--- config.mk ---
export PLATFORM = sky130hd
export DESIGN_NAME = sorted_byte_list_unit
export DESIGN_NICKNAME = d
export VERILOG_FILES = /design/src/sbl_pkg.sv /design/src/sbl_cmp.sv /design/src/sbl_store.sv /design/src/sorted_byte_list_unit.sv
export SDC_FILE = /design/constraint.sdc
export NUM_CORES = 1
export LEC_CHECK = 0
export BUFFER_PORTS_ARGS = -buffer_cell sky130_fd_sc_hd__buf_2
export CAP_MARGIN = 15
export CORE_MARGIN = 3
export CORE_UTILIZATION = 50
export DETAILED_ROUTE_END_ITERATION = 16
export GPL_ROUTABILITY_DRIVEN = 0
export PLACE_DENSITY = 0.67
export SLEW_MARGIN = 5
export SYNTH_ARGS = -nofsm -noshare
export SYNTH_HDL_FRONTEND = slang
export SYNTH_SLANG_ARGS = --single-unit
export TNS_END_PERCENT = 20
--- constraint.sdc ---
create_clock -name clk -period 4 [get_ports clk]
set_input_delay 0.6 -clock clk [delete_from_list [all_inputs] [get_ports clk]]
set_output_delay 0.6 -clock clk [all_outputs]
set_load 0.02 [all_outputs]
--- src/sbl_pkg.sv ---
// ----------------------------------------------------------------------------
// sbl_pkg
// Shared types and codes for the sorted byte list unit.
// ----------------------------------------------------------------------------
package sbl_pkg;

    localparam int VALUE_W  = 8;
    localparam int STATUS_W = 3;
    localparam int COUNT_W  = 5;

    // request opcodes
    localparam logic OP_INSERT = 1'b0;
    localparam logic OP_DELETE = 1'b1;

    typedef enum logic [STATUS_W-1:0] {
        ST_INSERTED  = 3'd0,
        ST_DELETED   = 3'd1,
        ST_NOT_FOUND = 3'd2,
        ST_FULL      = 3'd3,
        ST_EMPTY     = 3'd4
    } status_t;

    // result of the shared byte comparator
    typedef struct packed {
        logic ge;   // stored byte >= key
        logic eq;   // stored byte == key
    } cmp_t;

endpackage

--- src/sbl_cmp.sv ---
// ----------------------------------------------------------------------------
// sbl_cmp
// Shared unsigned byte comparator used by every scan step.
// ----------------------------------------------------------------------------
module sbl_cmp (
    input  logic [sbl_pkg::VALUE_W-1:0] entry,
    input  logic [sbl_pkg::VALUE_W-1:0] key,
    output sbl_pkg::cmp_t               result
);

    always_comb
    begin
        result.ge = (entry >= key);
        result.eq = (entry == key);
    end

endmodule

--- src/sbl_store.sv ---
// ----------------------------------------------------------------------------
// sbl_store
// Entry memory: one write port, one read port with registered read data.
// ----------------------------------------------------------------------------
module sbl_store #(
    parameter int DEPTH = 16,
    parameter int IDX_W = $clog2(DEPTH)
) (
    input  logic                        clk,
    input  logic                        wr_en,
    input  logic [IDX_W-1:0]            wr_addr,
    input  logic [sbl_pkg::VALUE_W-1:0] wr_data,
    input  logic                        rd_en,
    input  logic [IDX_W-1:0]            rd_addr,
    output logic [sbl_pkg::VALUE_W-1:0] rd_data
);

    logic [sbl_pkg::VALUE_W-1:0] mem [DEPTH];
    logic [sbl_pkg::VALUE_W-1:0] rd_data_reg;

    always_ff @(posedge clk)
    begin
        if (wr_en)
        begin
            mem[wr_addr] <= wr_data;
        end
    end

    // hold read data until the next read
    always_ff @(posedge clk)
    begin
        if (rd_en)
        begin
            rd_data_reg <= mem[rd_addr];
        end
    end

    assign rd_data = rd_data_reg;

endmodule

--- src/sorted_byte_list_unit.sv ---
// ----------------------------------------------------------------------------
// sorted_byte_list_unit
// Bounded list of bytes kept in ascending order, with insert and delete.
// ----------------------------------------------------------------------------
// Usage:
//   Input channel (in_valid / in_stall, fields op and value) takes one
//   request word; op 0 inserts value, op 1 deletes its first copy.
//   Output channel (out_valid / out_stall) gives one result word per
//   request: status, count after the request, smallest held value and
//   head_valid.
//   Each request is worked by a small sequencer that walks the entry
//   memory one entry at a time: a registered read, then compare and
//   shift-write through the shared comparator. The longest request is a
//   delete that scans a full list. One request is in work at a time;
//   in_stall is high from the cycle after accept until the result word is
//   loaded, so the next request can be taken as that word first shows.
//   A finished result sits in the output register; the next request is
//   taken while it waits, and the sequencer holds at its last step if the
//   receiver still stalls the previous word.
//   Reset empties the list (count goes to zero) and drops any pending
//   result; the entry memory itself is not cleared.
// ----------------------------------------------------------------------------
module sorted_byte_list_unit #(
    parameter int DEPTH = 16
) (
    input  logic                         clk,
    input  logic                         rst_n,
    input  logic                         in_valid,
    output logic                         in_stall,
    input  logic                         op,
    input  logic [sbl_pkg::VALUE_W-1:0]  value,
    output logic                         out_valid,
    input  logic                         out_stall,
    output logic [sbl_pkg::STATUS_W-1:0] status,
    output logic [sbl_pkg::COUNT_W-1:0]  count,
    output logic [sbl_pkg::VALUE_W-1:0]  head_value,
    output logic                         head_valid
);

    localparam int IDX_W = $clog2(DEPTH);
    localparam int CNT_W = $clog2(DEPTH + 1);

    typedef enum logic [5:0] {
        S_IDLE  = 6'b000001,
        S_READ  = 6'b000010,
        S_EVAL  = 6'b000100,
        S_PLACE = 6'b001000,
        S_HREAD = 6'b010000,
        S_DONE  = 6'b100000
    } state_t;

    state_t                      state_reg, state_next;
    logic [CNT_W-1:0]            count_reg, count_next;
    logic [IDX_W-1:0]            ptr_reg, ptr_next;
    logic                        found_reg, found_next;
    logic                        op_reg, op_next;
    logic [sbl_pkg::VALUE_W-1:0] value_reg, value_next;
    sbl_pkg::status_t            status_reg, status_next;

    // output word register
    logic                        out_valid_reg, out_valid_next;
    sbl_pkg::status_t            out_status_reg, out_status_next;
    logic [CNT_W-1:0]            out_count_reg, out_count_next;
    logic [sbl_pkg::VALUE_W-1:0] out_head_reg, out_head_next;
    logic                        out_hvalid_reg, out_hvalid_next;

    // memory port
    logic                        wr_en;
    logic [IDX_W-1:0]            wr_addr;
    logic [sbl_pkg::VALUE_W-1:0] wr_data;
    logic                        rd_en;
    logic [IDX_W-1:0]            rd_addr;
    logic [sbl_pkg::VALUE_W-1:0] rd_data;

    sbl_pkg::cmp_t               cmp;
    logic                        in_accept;
    logic                        out_free;
    logic                        last_entry;
    logic [31:0]                 count_ext;

    sbl_store #(
        .DEPTH (DEPTH),
        .IDX_W (IDX_W)
    ) u_store (
        .clk     (clk),
        .wr_en   (wr_en),
        .wr_addr (wr_addr),
        .wr_data (wr_data),
        .rd_en   (rd_en),
        .rd_addr (rd_addr),
        .rd_data (rd_data)
    );

    sbl_cmp u_cmp (
        .entry  (rd_data),
        .key    (value_reg),
        .result (cmp)
    );

    assign in_stall   = (state_reg != S_IDLE);
    assign in_accept  = in_valid && !in_stall;
    assign out_free   = !out_valid_reg || !out_stall;
    // delete scan reached the top held entry
    assign last_entry = ((CNT_W'(ptr_reg) + CNT_W'(1)) == count_reg);

    always_comb
    begin
        state_next      = state_reg;
        count_next      = count_reg;
        ptr_next        = ptr_reg;
        found_next      = found_reg;
        op_next         = op_reg;
        value_next      = value_reg;
        status_next     = status_reg;
        out_valid_next  = out_valid_reg;
        out_status_next = out_status_reg;
        out_count_next  = out_count_reg;
        out_head_next   = out_head_reg;
        out_hvalid_next = out_hvalid_reg;
        wr_en           = 1'b0;
        wr_addr         = ptr_reg;
        wr_data         = rd_data;
        rd_en           = 1'b0;
        rd_addr         = ptr_reg;

        // drop the output word once taken
        if (out_valid_reg && !out_stall)
        begin
            out_valid_next = 1'b0;
        end

        case (state_reg)
            S_IDLE:
            begin
                if (in_accept)
                begin
                    op_next    = op;
                    value_next = value;
                    found_next = 1'b0;
                    if (op == sbl_pkg::OP_INSERT)
                    begin
                        if (count_reg == CNT_W'(DEPTH))
                        begin
                            status_next = sbl_pkg::ST_FULL;
                            state_next  = S_HREAD;
                        end
                        else if (count_reg == '0)
                        begin
                            ptr_next   = '0;
                            state_next = S_PLACE;
                        end
                        else
                        begin
                            // walk down from the top, shifting entries >= value up
                            ptr_next   = count_reg[IDX_W-1:0];
                            state_next = S_READ;
                        end
                    end
                    else
                    begin
                        if (count_reg == '0)
                        begin
                            status_next = sbl_pkg::ST_EMPTY;
                            state_next  = S_HREAD;
                        end
                        else
                        begin
                            ptr_next   = '0;
                            state_next = S_READ;
                        end
                    end
                end
            end

            S_READ:
            begin
                rd_en = 1'b1;
                if (op_reg == sbl_pkg::OP_INSERT)
                begin
                    rd_addr = IDX_W'(ptr_reg - IDX_W'(1));
                end
                else
                begin
                    rd_addr = ptr_reg;
                end
                state_next = S_EVAL;
            end

            S_EVAL:
            begin
                if (op_reg == sbl_pkg::OP_INSERT)
                begin
                    wr_en = 1'b1;
                    if (cmp.ge)
                    begin
                        // move entry up one slot
                        wr_data  = rd_data;
                        ptr_next = IDX_W'(ptr_reg - IDX_W'(1));
                        if (ptr_reg == IDX_W'(1))
                        begin
                            state_next = S_PLACE;
                        end
                        else
                        begin
                            state_next = S_READ;
                        end
                    end
                    else
                    begin
                        wr_data     = value_reg;
                        count_next  = CNT_W'(count_reg + CNT_W'(1));
                        status_next = sbl_pkg::ST_INSERTED;
                        state_next  = S_HREAD;
                    end
                end
                else
                begin
                    // after the match, close the gap by shifting down
                    if (found_reg)
                    begin
                        wr_en   = 1'b1;
                        wr_addr = IDX_W'(ptr_reg - IDX_W'(1));
                        wr_data = rd_data;
                    end
                    found_next = found_reg || cmp.eq;
                    if (last_entry)
                    begin
                        if (found_reg || cmp.eq)
                        begin
                            count_next  = CNT_W'(count_reg - CNT_W'(1));
                            status_next = sbl_pkg::ST_DELETED;
                        end
                        else
                        begin
                            status_next = sbl_pkg::ST_NOT_FOUND;
                        end
                        state_next = S_HREAD;
                    end
                    else
                    begin
                        ptr_next   = IDX_W'(ptr_reg + IDX_W'(1));
                        state_next = S_READ;
                    end
                end
            end

            S_PLACE:
            begin
                wr_en       = 1'b1;
                wr_addr     = ptr_reg;
                wr_data     = value_reg;
                count_next  = CNT_W'(count_reg + CNT_W'(1));
                status_next = sbl_pkg::ST_INSERTED;
                state_next  = S_HREAD;
            end

            S_HREAD:
            begin
                rd_en      = 1'b1;
                rd_addr    = '0;
                state_next = S_DONE;
            end

            S_DONE:
            begin
                // hold until the previous word has left
                if (out_free)
                begin
                    out_valid_next  = 1'b1;
                    out_status_next = status_reg;
                    out_count_next  = count_reg;
                    out_hvalid_next = (count_reg != '0);
                    out_head_next   = (count_reg != '0) ? rd_data : '0;
                    state_next      = S_IDLE;
                end
            end

            default:
            begin
                state_next = S_IDLE;
            end
        endcase
    end

    always_ff @(posedge clk or negedge rst_n)
    begin
        if (!rst_n)
        begin
            state_reg     <= S_IDLE;
            count_reg     <= '0;
            found_reg     <= 1'b0;
            out_valid_reg <= 1'b0;
        end
        else
        begin
            state_reg     <= state_next;
            count_reg     <= count_next;
            found_reg     <= found_next;
            out_valid_reg <= out_valid_next;
        end
    end

    always_ff @(posedge clk)
    begin
        ptr_reg        <= ptr_next;
        op_reg         <= op_next;
        value_reg      <= value_next;
        status_reg     <= status_next;
        out_status_reg <= out_status_next;
        out_count_reg  <= out_count_next;
        out_head_reg   <= out_head_next;
        out_hvalid_reg <= out_hvalid_next;
    end

    assign count_ext  = 32'(out_count_reg);
    assign out_valid  = out_valid_reg;
    assign status     = out_status_reg;
    assign count      = count_ext[sbl_pkg::COUNT_W-1:0];
    assign head_value = out_head_reg;
    assign head_valid = out_hvalid_reg;

endmodule

# --- After elaboration in Yosys (flattened, before gate mapping) ---
# Memory sizes are Yosys's and may differ from the RTL's. A register that Yosys moved wholly into a read port is not among the register bits.
# Cells that the tools add are included.
classes:
  n_addsub: 5
  mul: 0
  n_div: 0
  order_cmp: 1
  eq_ne: 23
  n_shift: 0
  mux: 54
  bitwise: 0
  n_reduce_logical: 20
op_table:
  columns: ["op", "count"]
  rows:
  - ["$mux 4", 14]
  - ["$pmux 6 s6", 1]
  - ["$mux 5", 7]
  - ["$mux 6", 5]
  - ["$ne 3x3->1 const B", 9]
  - ["$mux 3", 7]
  - ["$mux 8", 2]
  - ["$pmux 4 s2", 2]
  - ["$pmux 8 s2", 1]
  - ["$reduce_and 6->1", 2]
  - ["$mux 1", 10]
  - ["$pmux 5 s2", 1]
  - ["$pmux 3 s3", 1]
  - ["$eq 8x8->1", 1]
  - ["$ge 8x8->1", 1]
  - ["$eq 6x1->1 const B", 1]
  - ["$eq 6x2->1 const B", 1]
  - ["$eq 6x3->1 const B", 1]
  - ["$eq 6x4->1 const B", 1]
  - ["$eq 6x5->1 const B", 1]
  - ["$eq 6x6->1 const B", 1]
  - ["$ne 2x2->1 const B", 3]
  - ["$ne 6x1->1 const B", 1]
  - ["$reduce_and 2->1", 3]
  - ["20 further kinds", 26]
word_totals:
  reg_bits: 46
  latchBits: 0
  ramBits: 128
  romBits: 0
  output_inout_bits: 19
  mem_count: 1
memory_table:
  columns: ["name", "depth", "word_bits", "rd", "rd_clocked_by_memory_dff", "write_ports", "line", "text"]
  rows:
  - ["u_store.mem", 16, 8, 1, 1, 1, "sbl_store.sv:18", "logic [sbl_pkg::VALUE_W-1:0] mem [DEPTH];"]

# --- Longest topological paths before layout ---
# Gate-level depths: netlist of the first run.
logic_depth:
  word_depth: 6
  depth_mapped: 11
  ltp_nobuf: 9

# --- Hierarchy ---
# From an unflattened synthesis of the first run, not the netlist that was laid out.
unflattened:
  hier_cells: 501
  hier_area_um2: 8070.2
modules_own_cells:
  columns: ["module", "instances", "cells_per_inst", "area_per_inst_um2", "seq_area_each_um2"]
  rows:
  - ["sbl_store", 1, 229, 5227.5, 4083.9]
  - ["sorted_byte_list_unit", 1, 242, 2635.0, 1317.5]
  - ["sbl_cmp", 1, 30, 207.7, 0.0]

# --- Worst setup path before layout of the first run ---
# No wires, ideal clock.
synth_timing:
  kind: "reg-to-reg"
  from: "reg u_store.rd_data_reg, in the netlist u_store.rd_data[0], read port of u_store.mem"
  to: "mem u_store.mem[0][1] in the netlist's numbering, data pin"
  setup_time_ps: 330
  arrival_ps: 2436
  path_slack_ps: 1234
  path_stages_with_launch: 10
  path_buffers: 1
  synth_period_minus_slack_ps: 2766
  path_cell_list: "edfxtp_1 -> inv_1 -> ha_1 -> nand2b_1 -> a21o_1 -> a211oi_1 -> o31a_1 -> a21oi_1 -> clkbuf_1 -> o21ai_0"
synth_via:
  elab_chain_cells: 4
synth_rtl:
  columns: ["element", "line", "text"]
  rows:
  - ["from (decl)", "sbl_store.sv:19", "logic [sbl_pkg::VALUE_W-1:0] rd_data_reg;"]
  - ["$ge 8x8->1", "sbl_cmp.sv:13", "result.ge = (entry >= key);"]
  - ["$mux 8", "sorted_byte_list_unit.sv:194", "if (cmp.ge)"]
  - ["$mux 8", "sorted_byte_list_unit.sv:191", "if (op_reg == sbl_pkg::OP_INSERT)"]
  - ["$pmux 8 s2", "sorted_byte_list_unit.sv:132", "case (state_reg)"]
  - ["net u_store.wr_data, one bit", "sbl_store.sv:12", "input logic [sbl_pkg::VALUE_W-1:0] wr_data,"]
  - ["to (decl)", "sbl_store.sv:18", null]
# The timed path passes the listed nets, and every way through them passes these cells.

# --- Worst setup path after layout of the first run ---
layout_timing:
  from: "reg state_reg[1]"
  to: "mem u_store.mem[14][1] in the netlist's numbering, data pin"
layout_via:
  elab_chain_cells: 2
  word_cells_on_any_way: 3
layout_rtl:
  columns: ["element", "line", "text"]
  rows:
  - ["from (decl)", "sorted_byte_list_unit.sv:52", "state_t state_reg, state_next;"]
  - ["from (signal assigned)", "sorted_byte_list_unit.sv:296", "state_reg <= state_next;"]
  - ["$eq 6x4->1 / $eq 6x3->1 (equally long branches)", "sorted_byte_list_unit.sv:132", null]
  - ["$pmux 8 s2 (*)", "sorted_byte_list_unit.sv:132", null]
  - ["net u_store.wr_data, one bit", "sbl_store.sv:12", null]
# Mark *: on every way through the listed nets, which the timed path passes. The rest lies on a longest branch.

==> impl_metrics.tcl, run 1 <==
set metrics [dict create \
    ys.flop_type "edfxtp_1" \
    num_vias 4728 \
    critical_path_class "reg2reg" \
    cts_tree "built" \
    clk_pin_slew_worst_paths_ns 0.08 \
    leakage_nw 3.62 \
    synthCells 560 \
    fin_skew_ns 0.00988 \
    ys_seq_area_frac 0.643 \
    antenna_found_initial 0 \
    grt_usage 0.197 \
    crit_path_end_kind "flop" \
    crit_arrival_ns 3.26 \
    hold_class "in2async" \
    overflow 0 \
    fp.dieArea_um2 18400 \
    grt_pass1_vias 4708 \
    p_int_mw 4.42 \
    critPathLaunchType "flop" \
    clock_latency_ns 0.43 \
    max_slew_margin 0.262 \
    gr-usage-met1 0.273 \
    detail-route-antenna-nets 0 \
    drive_gt1_frac 0.179 \
    slowest_delay_ns 0.84 \
    ys_types 60 \
    nets 645 \
    drtIter0Drc 356 \
    drc 0 \
    wl_per_cell_um 20.2 \
    ys_ff_latch 182 \
    drt-vias-per-instance 5.59 \
    min_period_over_period 0.795 \
    synth_fp_nets 588 \
    setup_viol 0 \
    die_y_um 136 \
    outcome "completed" \
    fmax_mhz 314 \
    largest_register_ffs 128 \
    pin_count 32 \
    area_growth_pct 12.3 \
    firstDrtPassIters 5 \
    critPathSlowestCell "o21ai_1" \
    core-area_um2 16200 \
    layout_setup_ws_ns 0.819 \
    cp.required_ns 4.08 \
    ctsHoldBuffers 0 \
    rows 46 \
    cts.sinks 182 \
    swShare 0.347 \
    grt_pass1_wl_um 26700 \
    p_comb_frac 0.362 \
    p_clk_frac 0.252 \
    htree_levels 4 \
    maxCapViolCount 0 \
    synth_edf_count 169 \
    dp_slack_ns 0.845 \
    met2_usage 0.310 \
    seq_power_share 0.387 \
    cp_max_fo 16 \
    p_per_area_nw_per_um2 718 \
    worst_ir_drop_vdd_v 0.000419 \
    cts_setup_buffers 0 \
    grtUsageMet3 0.0442 \
    hold_viol_final 0 \
    die_w_um 136 \
    tightestPinTransition_ns 1.10 \
    cts_resized 0 \
    busiest_layer "met2" \
    p_switching_mw 2.35 \
    cp_cell_sequence "nor4_4 -> nand2_1 -> nor2_1 -> a21oi_1 -> buf_4 -> o21ai_1" \
    rsz0062_at_grt "false" \
    tns_ns 0 \
    ys_warn_count 0 \
    cts_root_buf "clkbuf_16" \
    synth_area_per_cell_um2 15.0 \
    async_reset_ff_frac 0.0714 \
    syn_area_um2 8400 \
    clockBufferDepth 2 \
    cts_buffers 17 \
    slew_violations 0 \
    critPathBufInv 1 \
    diodes 0 \
    routed_wl_um 17100 \
    path_delay_family "compound AO/OA/AOI/OAI gates" \
    min_period_ns 3.18 \
    grt_max_degree 33 \
    io_buffers 31 \
    initial_utilization 0.519 \
    hpwl_um 12200 \
]
## layout by cell type (no fill, tap or decap), drive strengths merged, types with 2 or more instances in the layout
cell    count
edfxtp    169
mux2i     124
buf        60
nor2       43
inv        28
nand2      27
o21ai      21
clkbuf     17
ha         15
a21oi      15
dfrtp      12
and2       10
xnor2       9
xor2        8
nor3        6
nor4        6
a211oi      4
nand4       4
o32ai       4
clkinv      4
a21o        3
nand3       3
nand3b      3
nand2b      2
or4         2
mux2        2
o22ai       2
and3        2
o21bai      2
nor2b       2
bufinv      2
o41ai       2
## cell families (layout without fill, tap and decap cells)
group	Yosys count	count (layout)	synth area share
and+or+nand+nor	115	115	0.0722
DFF	182	182	0.643
adders and majority gates	15	15	0.0223
buffers and inverters	42	112	0.0375
xor gates and xnor gates	17	17	0.0177
AOI/OAI and AO/OA	63	63	0.0566
muxes	126	126	0.150
## area by class of cell
type,count,area [um^2]
inverters,20,76.3
repair buffers,60,398
clock inverters,15,183
flip-flops and latches,182,5400
multi-input cells,336,2680
fillers,1275,6740
clock buffers,17,425
well taps,216,270
## power by group through the flow
stage	Sequential, mW	Combinational, mW	Clock, mW
CTS	2.62	2.45	1.73
floorplan	2.54	2.11	0
finish	2.62	2.45	1.71
global route	2.65	2.66	1.82
global placement	2.65	2.39	0
detailed placement	2.66	2.44	0
## cells in the mapped netlist, types with 3 or more instances
cell type | count | area share
a21oi_1 | 13 | 0.0077
nor4_1 | 4 | 0.0030
inv_1 | 17 | 0.0076
and2_1 | 10 | 0.0074
mux2i_1 | 124 | 0.15
nand2_1 | 25 | 0.011
edfxtp_1 | 169 | 0.60
xor2_1 | 8 | 0.0083
dfrtp_1 | 12 | 0.036
xnor2_1 | 9 | 0.0094
o32ai_1 | 3 | 0.0031
clkbuf_1 | 6 | 0.0027
o21ai_0 | 20 | 0.012
nor2_1 | 43 | 0.019
buf_6 | 3 | 0.0040
buf_2 | 3 | 0.0018
nand4_1 | 3 | 0.0022
nand3_1 | 3 | 0.0018
a21o_1 | 3 | 0.0027
buf_12 | 8 | 0.019
nor3_1 | 6 | 0.0036
a211oi_1 | 4 | 0.0036
ha_1 | 15 | 0.022
## worst paths after layout
path	start	slack (ns)	end	cells past startpoint
hold reg to reg	status_reg[0]$_DFFE_PP_	0.44	status[0]$_DFFE_PP_	0
setup / recovery	state_reg[1]$_DFFE_PN0P_	0.82	u_store.mem[14][1]$_DFFE_PP_	6
setup reg to reg	state_reg[1]$_DFFE_PN0P_	0.82	u_store.mem[14][1]$_DFFE_PP_	6
hold / removal	rst_n	0.05	state_reg[4]$_DFFE_PN0P_	1
min in group clk	value[3]	0.35	value_reg[3]$_DFFE_PP_	1
max in group asynchronous	rst_n	3.66	state_reg[0]$_DFFE_PN1P_	1
## layer usage
metal / share of wire / up-vias
li1: - / 2238
met1: 0.45 / 2293
met2: 0.47 / 169
met3: 0.062 / 28
met4: 0.019 / 0
met5: 0 / -
## stage by stage
stage	hold slack (ns)	cell area (um^2)	total power, mW	utilization	cells
2_1_floorplan	0.304	8400	4.65	-	560
3_3_place_gp	0.406	8810	5.04	0.545	812
3_5_place_dp	0.413	8810	5.10	0.545	812
4_1_cts	0.0453	9420	6.80	0.583	844
5_1_grt	0.0686	9440	7.13	0.583	846
6_report	0.0505	9440	6.78	0.583	846
(Power assumes the default switching activity.)
==> inputs of run 2 (changes only) <==
- ABC_AREA: not set -> 1
- PLACE_DENSITY: 0.67 -> 0.69
- clock period: 4 -> 2.8 ns (I/O delays scaled with it)
==> run 2 against run 1 <==
Compared with the run above:
- area after synthesis up 3.8%
- maximum frequency grew 22%
- critical path type unchanged
- largest cell class unchanged
- cell area is 5.3% higher
- utilization is 0.74 points higher
- total power up 59%
- combinational power is 90% higher
- setup slack lost 0.62 ns
- final cell count rose by 38%
- first-iteration DRC count grew 63%
- count of clock-buffer cells in the layout up 1
- worst hold slack better by 0.13 ns
- sequential cell count stayed put
==> impl_metrics.tcl, run 2 <==
set metrics [dict create \
    outcome "completed" \
    power_mw 10.8 \
    hpwl_um 13200 \
    ys_warn_count 0 \
    routed_wl_um 21000 \
    clock_latency_ns 0.43 \
    ys_top_cells_by_area "edfxtp_1 58%, nand3_1 10%, inv_1 7.1%, nand2_1 6.7%, dfrtp_1 3.4%" \
    tightestPinTransition_ns 0.480 \
    finalNonFillerCells 1165 \
    synth_edf_count 169 \
    clk_pin_slew_worst_paths_ns 0.07 \
    core-area_um2 16800 \
    p_clk_frac 0.218 \
    rows 47 \
    grt_pass1_vias 5752 \
    die_y_um 138 \
    cp_common_cell "nand2_1" \
    final_util 0.591 \
    critPathSlowestCell "edfxtp_1" \
    nets 960 \
    hold_class "in2reg" \
    detail-route-antenna-nets 0 \
    largest_register_ffs 128 \
    leakage_nw 4.33 \
    r2r-end "u_store.mem[1][4]$_DFFE_PP_" \
    layout_common_cells "178 x nand3_1, 169 x edfxtp_1, 162 x inv_1" \
    n_fill_cell 1415 \
    dp_slack_ns 0.246 \
    initial_utilization 0.518 \
    ys_types 36 \
    htree_levels 4 \
    cts_buffers 17 \
    seq_power_share 0.350 \
    cp.required_ns 2.90 \
    synth_top_area_frac 0.582 \
    grt_usage 0.223 \
    yosys.area.top_type "edfxtp_1" \
    reg2reg_from "u_store.rd_data[7]$_DFFE_PN_" \
    fin_skew_ns 0.0114 \
    firstDrtPassIters 5 \
    final_cell_area_um2 9940 \
    overflow 0 \
    grt_max_degree 57 \
    syn_area_um2 8710 \
    pin_count 32 \
    synth.most_common_cell "nand3_1" \
    placed_cell_area_um2 9350 \
    final_common_cell "nand3_1" \
    slowest_delay_ns 0.42 \
    drtIter0Drc 579 \
    antenna_found_initial 0 \
    die_w_um 138 \
    min_period_ns 2.60 \
    fmax_mhz 385 \
    critPathBufInv 2 \
    clockBufferDepth 2 \
    swShare 0.406 \
    fp.dieArea_um2 19000 \
    p_comb_frac 0.431 \
    p_switching_mw 4.38 \
    hold_viol_final 0 \
    ff2ff_path_depth 11 \
    critPathLaunchType "flop" \
    crit_arrival_ns 2.70 \
    hold_depth 1 \
    cp_cell_sequence "ha_1 -> nand2_1 -> nor2_1 -> nand2_1 -> nor3b_1 -> nand2_1 -> o21ai_2 -> buf_4 -> nand2_1 -> o21ai_0 -> inv_1" \
    reg2reg_slack_ns 0.20 \
    wl_per_cell_um 18.0 \
    ys_seq_area_frac 0.620 \
    tns_ns 0 \
    min_period_over_period 0.928 \
    layout_setup_ws_ns 0.200 \
    drt-vias-per-instance 5.37 \
    slew_violations 0 \
    synth_common_cells "179 x nand3_1, 169 x edfxtp_1, 164 x inv_1" \
    grt_pass1_wl_um 32700 \
    path_delay_family "simple AND/OR/NAND/NOR gates" \
    area_growth_pct 14.0 \
    num_vias 6257 \
    worst_ir_drop_vdd_v 0.000675 \
    drc 0 \
    ys_ff_latch 182 \
    p_int_mw 6.41 \
    cts_root_buf "clkbuf_16" \
    synth_fp_nets 901 \
    crit_path_end_kind "flop" \
    holdPathEnd "value_reg[3]$_DFFE_PP_" \
    max_slew_margin 0.679 \
    setup_viol 0 \
    cts_tree "built" \
    cts_setup_buffers 0 \
    async_reset_ff_frac 0.0714 \
    holdWs_ns 0.178 \
    synthCells 873 \
    cp_max_fo 16 \
    maxCapViolCount 0 \
    critical_path_class "reg2reg" \
    diodes 0 \
    cts.sinks 182 \
    hold_start "value[3]" \
    ys.flop_type "edfxtp_1" \
    drive_gt1_frac 0.135 \
    synth_area_per_cell_um2 9.98 \
    p_per_area_nw_per_um2 1090 \
    io_buffers 31 \
    rsz0062_at_grt "false" \
    placedCellCount 1132 \
]
[run 2: what timing repair did]
action                                 4_1_cts  5_1_grt
resized for setup                            0        2
setup endpoints to repair                    0       32
hold buffers                                 1        0
endpoints found under the hold margin       12        0
[run 2: power groups by stage]
stage	clock network, mW	registers [mW]	logic, mW
CTS	2.38	3.78	4.63
global placement	0	3.81	4.56
detailed placement	0	3.83	4.58
floorplan	0	3.78	3.08
finish	2.35	3.78	4.66
global route	2.50	3.81	5.16
[run 2: final cells by class]
cell class,instances,area [um^2],share of cell area
clock buffers,18,429,0.0432
multi-input cells,490,2530,0.255
well taps,220,275,0.0277
repair buffers,72,515,0.0519
flip-flops and latches,182,5400,0.544
inverters,169,634,0.0638
clock inverters,14,149,0.0150
[run 2: worst max-delay path by stage]
stage                                 start                           end  cells past startpoint
2_1_floorplan      state_reg[5]$_DFFE_PN0P_   u_store.mem[5][0]$_DFFE_PP_                      8
3_3_place_gp   u_store.rd_data[7]$_DFFE_PN_   u_store.mem[1][6]$_DFFE_PP_                     11
3_5_place_dp   u_store.rd_data[7]$_DFFE_PN_   u_store.mem[4][5]$_DFFE_PP_                     10
4_1_cts        u_store.rd_data[7]$_DFFE_PN_   u_store.mem[3][5]$_DFFE_PP_                     11
5_1_grt        u_store.rd_data[7]$_DFFE_PN_  u_store.mem[13][2]$_DFFE_PP_                     10
6_report       u_store.rd_data[7]$_DFFE_PN_   u_store.mem[1][4]$_DFFE_PP_                     11
[run 2: cells by family after synthesis]
kind of cell / share of synthesized area
buf+inv: 0.0902
fa+ha+maj: 0.0215
flops: 0.620
xor+xnor: 0.0121
simple gates: 0.225
compound gates: 0.0313
[run 2: per-layer routing]
metal	routed length (um)	global-route usage	vias up
met1	9040	0.310	2938
li1	-	-	3022
met2	9900	0.358	260
met3	1620	0.0394	37
met4	448	0.0759	0
met5	0	0	-
==> inputs of run 3 (changes only) <==
- ABC_AREA: 1 -> not set
- PLACE_DENSITY: 0.69 -> 0.67
- clock period: 2.8 -> 3.2 ns (I/O delays scaled with it)
==> run 3 against run 2 <==
Compared with the run above:
- via count is 23% lower
- largest cell class unchanged
- largest power group unchanged
- cell area decreased by 5.1%
- critical path type unchanged
- utilization down 0.77 points
- clock power decreased by 7%
==> impl_metrics.tcl, run 3 (synthesis gave the netlist of run 1 again) <==
set metrics [dict create \
    p_per_area_nw_per_um2 914 \
    clock_latency_ns 0.43 \
    hold_depth 1 \
    cp_max_fo 8 \
    p_int_mw 5.59 \
    maxCapViolCount 0 \
    grt_pass1_wl_um 26600 \
    fp.dieArea_um2 18400 \
    grt_max_degree 35 \
    io_buffers 31 \
    antenna_found_initial 0 \
    die_y_um 136 \
    power_mw 8.62 \
    cp.required_ns 3.26 \
    area_growth_pct 12.3 \
    max_slew_margin 0.457 \
    placedCellCount 808 \
    clk_pin_slew_worst_paths_ns 0.07 \
    diodes 0 \
    drive_gt1_frac 0.171 \
    setup_viol 0 \
    hold_viol_final 0 \
    swShare 0.351 \
    detail-route-antenna-nets 0 \
    hold_class "in2reg" \
    tightestPinTransition_ns 0.812 \
    crit_path_end_kind "flop" \
    cts_tree "built" \
    layout_common_cells "169 x edfxtp_1, 124 x mux2i_1, 42 x nor2_1" \
    critPathLaunchType "flop" \
    core-area_um2 16200 \
    num_vias 4804 \
    drt-vias-per-instance 5.71 \
    grt_pass1_vias 4673 \
    outcome "completed" \
    routed_wl_um 16900 \
    fmax_mhz 330 \
    p_switching_mw 3.02 \
    placed_cell_area_um2 8800 \
    reg2reg_slack_ns 0.17 \
    r2r-end "u_store.mem[2][3]$_DFFE_PP_" \
    drtIter0Drc 384 \
    min_period_ns 3.03 \
    critical_path_class "reg2reg" \
    dp_slack_ns 0.160 \
    cts_buffers 17 \
    grt_usage 0.194 \
    wl_per_cell_um 20.1 \
    initial_utilization 0.519 \
    slew_violations 0 \
    clockBufferDepth 2 \
    final_common_cell "edfxtp_1" \
    final_cell_area_um2 9430 \
    htree_levels 4 \
    p_clk_frac 0.253 \
    rsz0062_at_grt "true" \
    rows 46 \
    min_period_over_period 0.947 \
    largest_register_ffs 128 \
    p_comb_frac 0.374 \
    crit_arrival_ns 3.09 \
    hold_start "value[1]" \
    seq_power_share 0.373 \
    ff2ff_path_depth 7 \
    worst_ir_drop_vdd_v 0.000501 \
    leakage_nw 3.59 \
    nets 640 \
    layout_setup_ws_ns 0.171 \
    pin_count 32 \
    hpwl_um 11300 \
    cts_root_buf "clkbuf_16" \
    holdWs_ns 0.238 \
    overflow 0 \
    finalNonFillerCells 841 \
    die_w_um 136 \
    fin_skew_ns 0.0120 \
    firstDrtPassIters 4 \
    holdPathEnd "value_reg[1]$_DFFE_PP_" \
    reg2reg_from "state_reg[1]$_DFFE_PN0P_" \
    cts.sinks 182 \
    drc 0 \
]
## run 3: changes by cell type in the layout (fill, tap and decap cells not counted), moves of 5 or more
cell and change:
o21ai_0 -14, buf_4 -16, nand2_1 -130, inv_2 -5
o21ai_1 +5, xnor2_1 +5, nor2_1 +8, mux2i_1 +124
nand3b_1 -22, and2_1 +10, inv_1 -145, nand3_1 -175
## run 3: final cells by class
| class | instances | area (um^2) |
|---|---|---|
| fill | 1268 | 6740 |
| sequential | 182 | 5400 |
| multi-input combinational | 336 | 2690 |
| clock buffer | 18 | 429 |
| timing repair buffer | 55 | 375 |
| tap | 216 | 270 |
| clock inverter | 14 | 190 |
| inverter | 20 | 76.3 |
## run 3: timing repair
item / 4_1_cts / 5_1_grt
hold buffers: 1 / 0
endpoints found under the setup margin: 0 / 40
gates resized for setup: 0 / 2
endpoints found under the hold margin: 12 / 0
buffers inserted: 0 / 0
## run 3: worst max path at each step
stage | start | end | slack (ns) | cells after the start
after global placement | u_store.rd_data[0]$_DFFE_PN_ | u_store.mem[0][0]$_DFFE_PP_ | 0.30 | 8
after floorplan | u_store.rd_data[0]$_DFFE_PN_ | u_store.mem[0][1]$_DFFE_PP_ | 0.43 | 9
after detailed placement | state_reg[1]$_DFFE_PN0P_ | u_store.mem[1][5]$_DFFE_PP_ | 0.16 | 7
final | state_reg[1]$_DFFE_PN0P_ | u_store.mem[2][3]$_DFFE_PP_ | 0.17 | 7
after CTS | state_reg[1]$_DFFE_PN0P_ | u_store.mem[1][3]$_DFFE_PP_ | 0.16 | 7
after global routing | state_reg[1]$_DFFE_PN0P_ | u_store.mem[3][3]$_DFFE_PP_ | -0.06 | 7
## run 3: layer usage
layer  part of all wire  global-route usage  wire length (um)
met1               0.46               0.276              7820
met2               0.48               0.306              8050
met3              0.047              0.0375               797
met4              0.015              0.0610               256
met5                  0                   0                 0
## run 3: critical path, cell delays in order, from the launching register on
cell	delay [ns]
dfrtp_1	0.49
nor4_4	0.41
and2_1	0.28
and3_1	0.26
nand2_2	0.12
o21ai_0	0.19
o21ai_0	0.26
nor2_1	0.66
## run 3: power by group through the flow
stage	logic, mW	registers (mW)	clock network [mW]
after floorplan	2.64	3.18	0
after global placement	3.16	3.25	0
after detailed placement	3.22	3.26	0
after CTS	3.23	3.21	2.21
after global routing	3.49	3.24	2.32
final	3.23	3.21	2.18
## run 3: stage by stage
stage | util | setup TNS [ns]
after detailed placement | 0.544 | 0
after global placement | 0.544 | 0
after global routing | 0.583 | -0.972
after CTS | 0.583 | 0
after floorplan | - | 0
final | 0.583 | 0
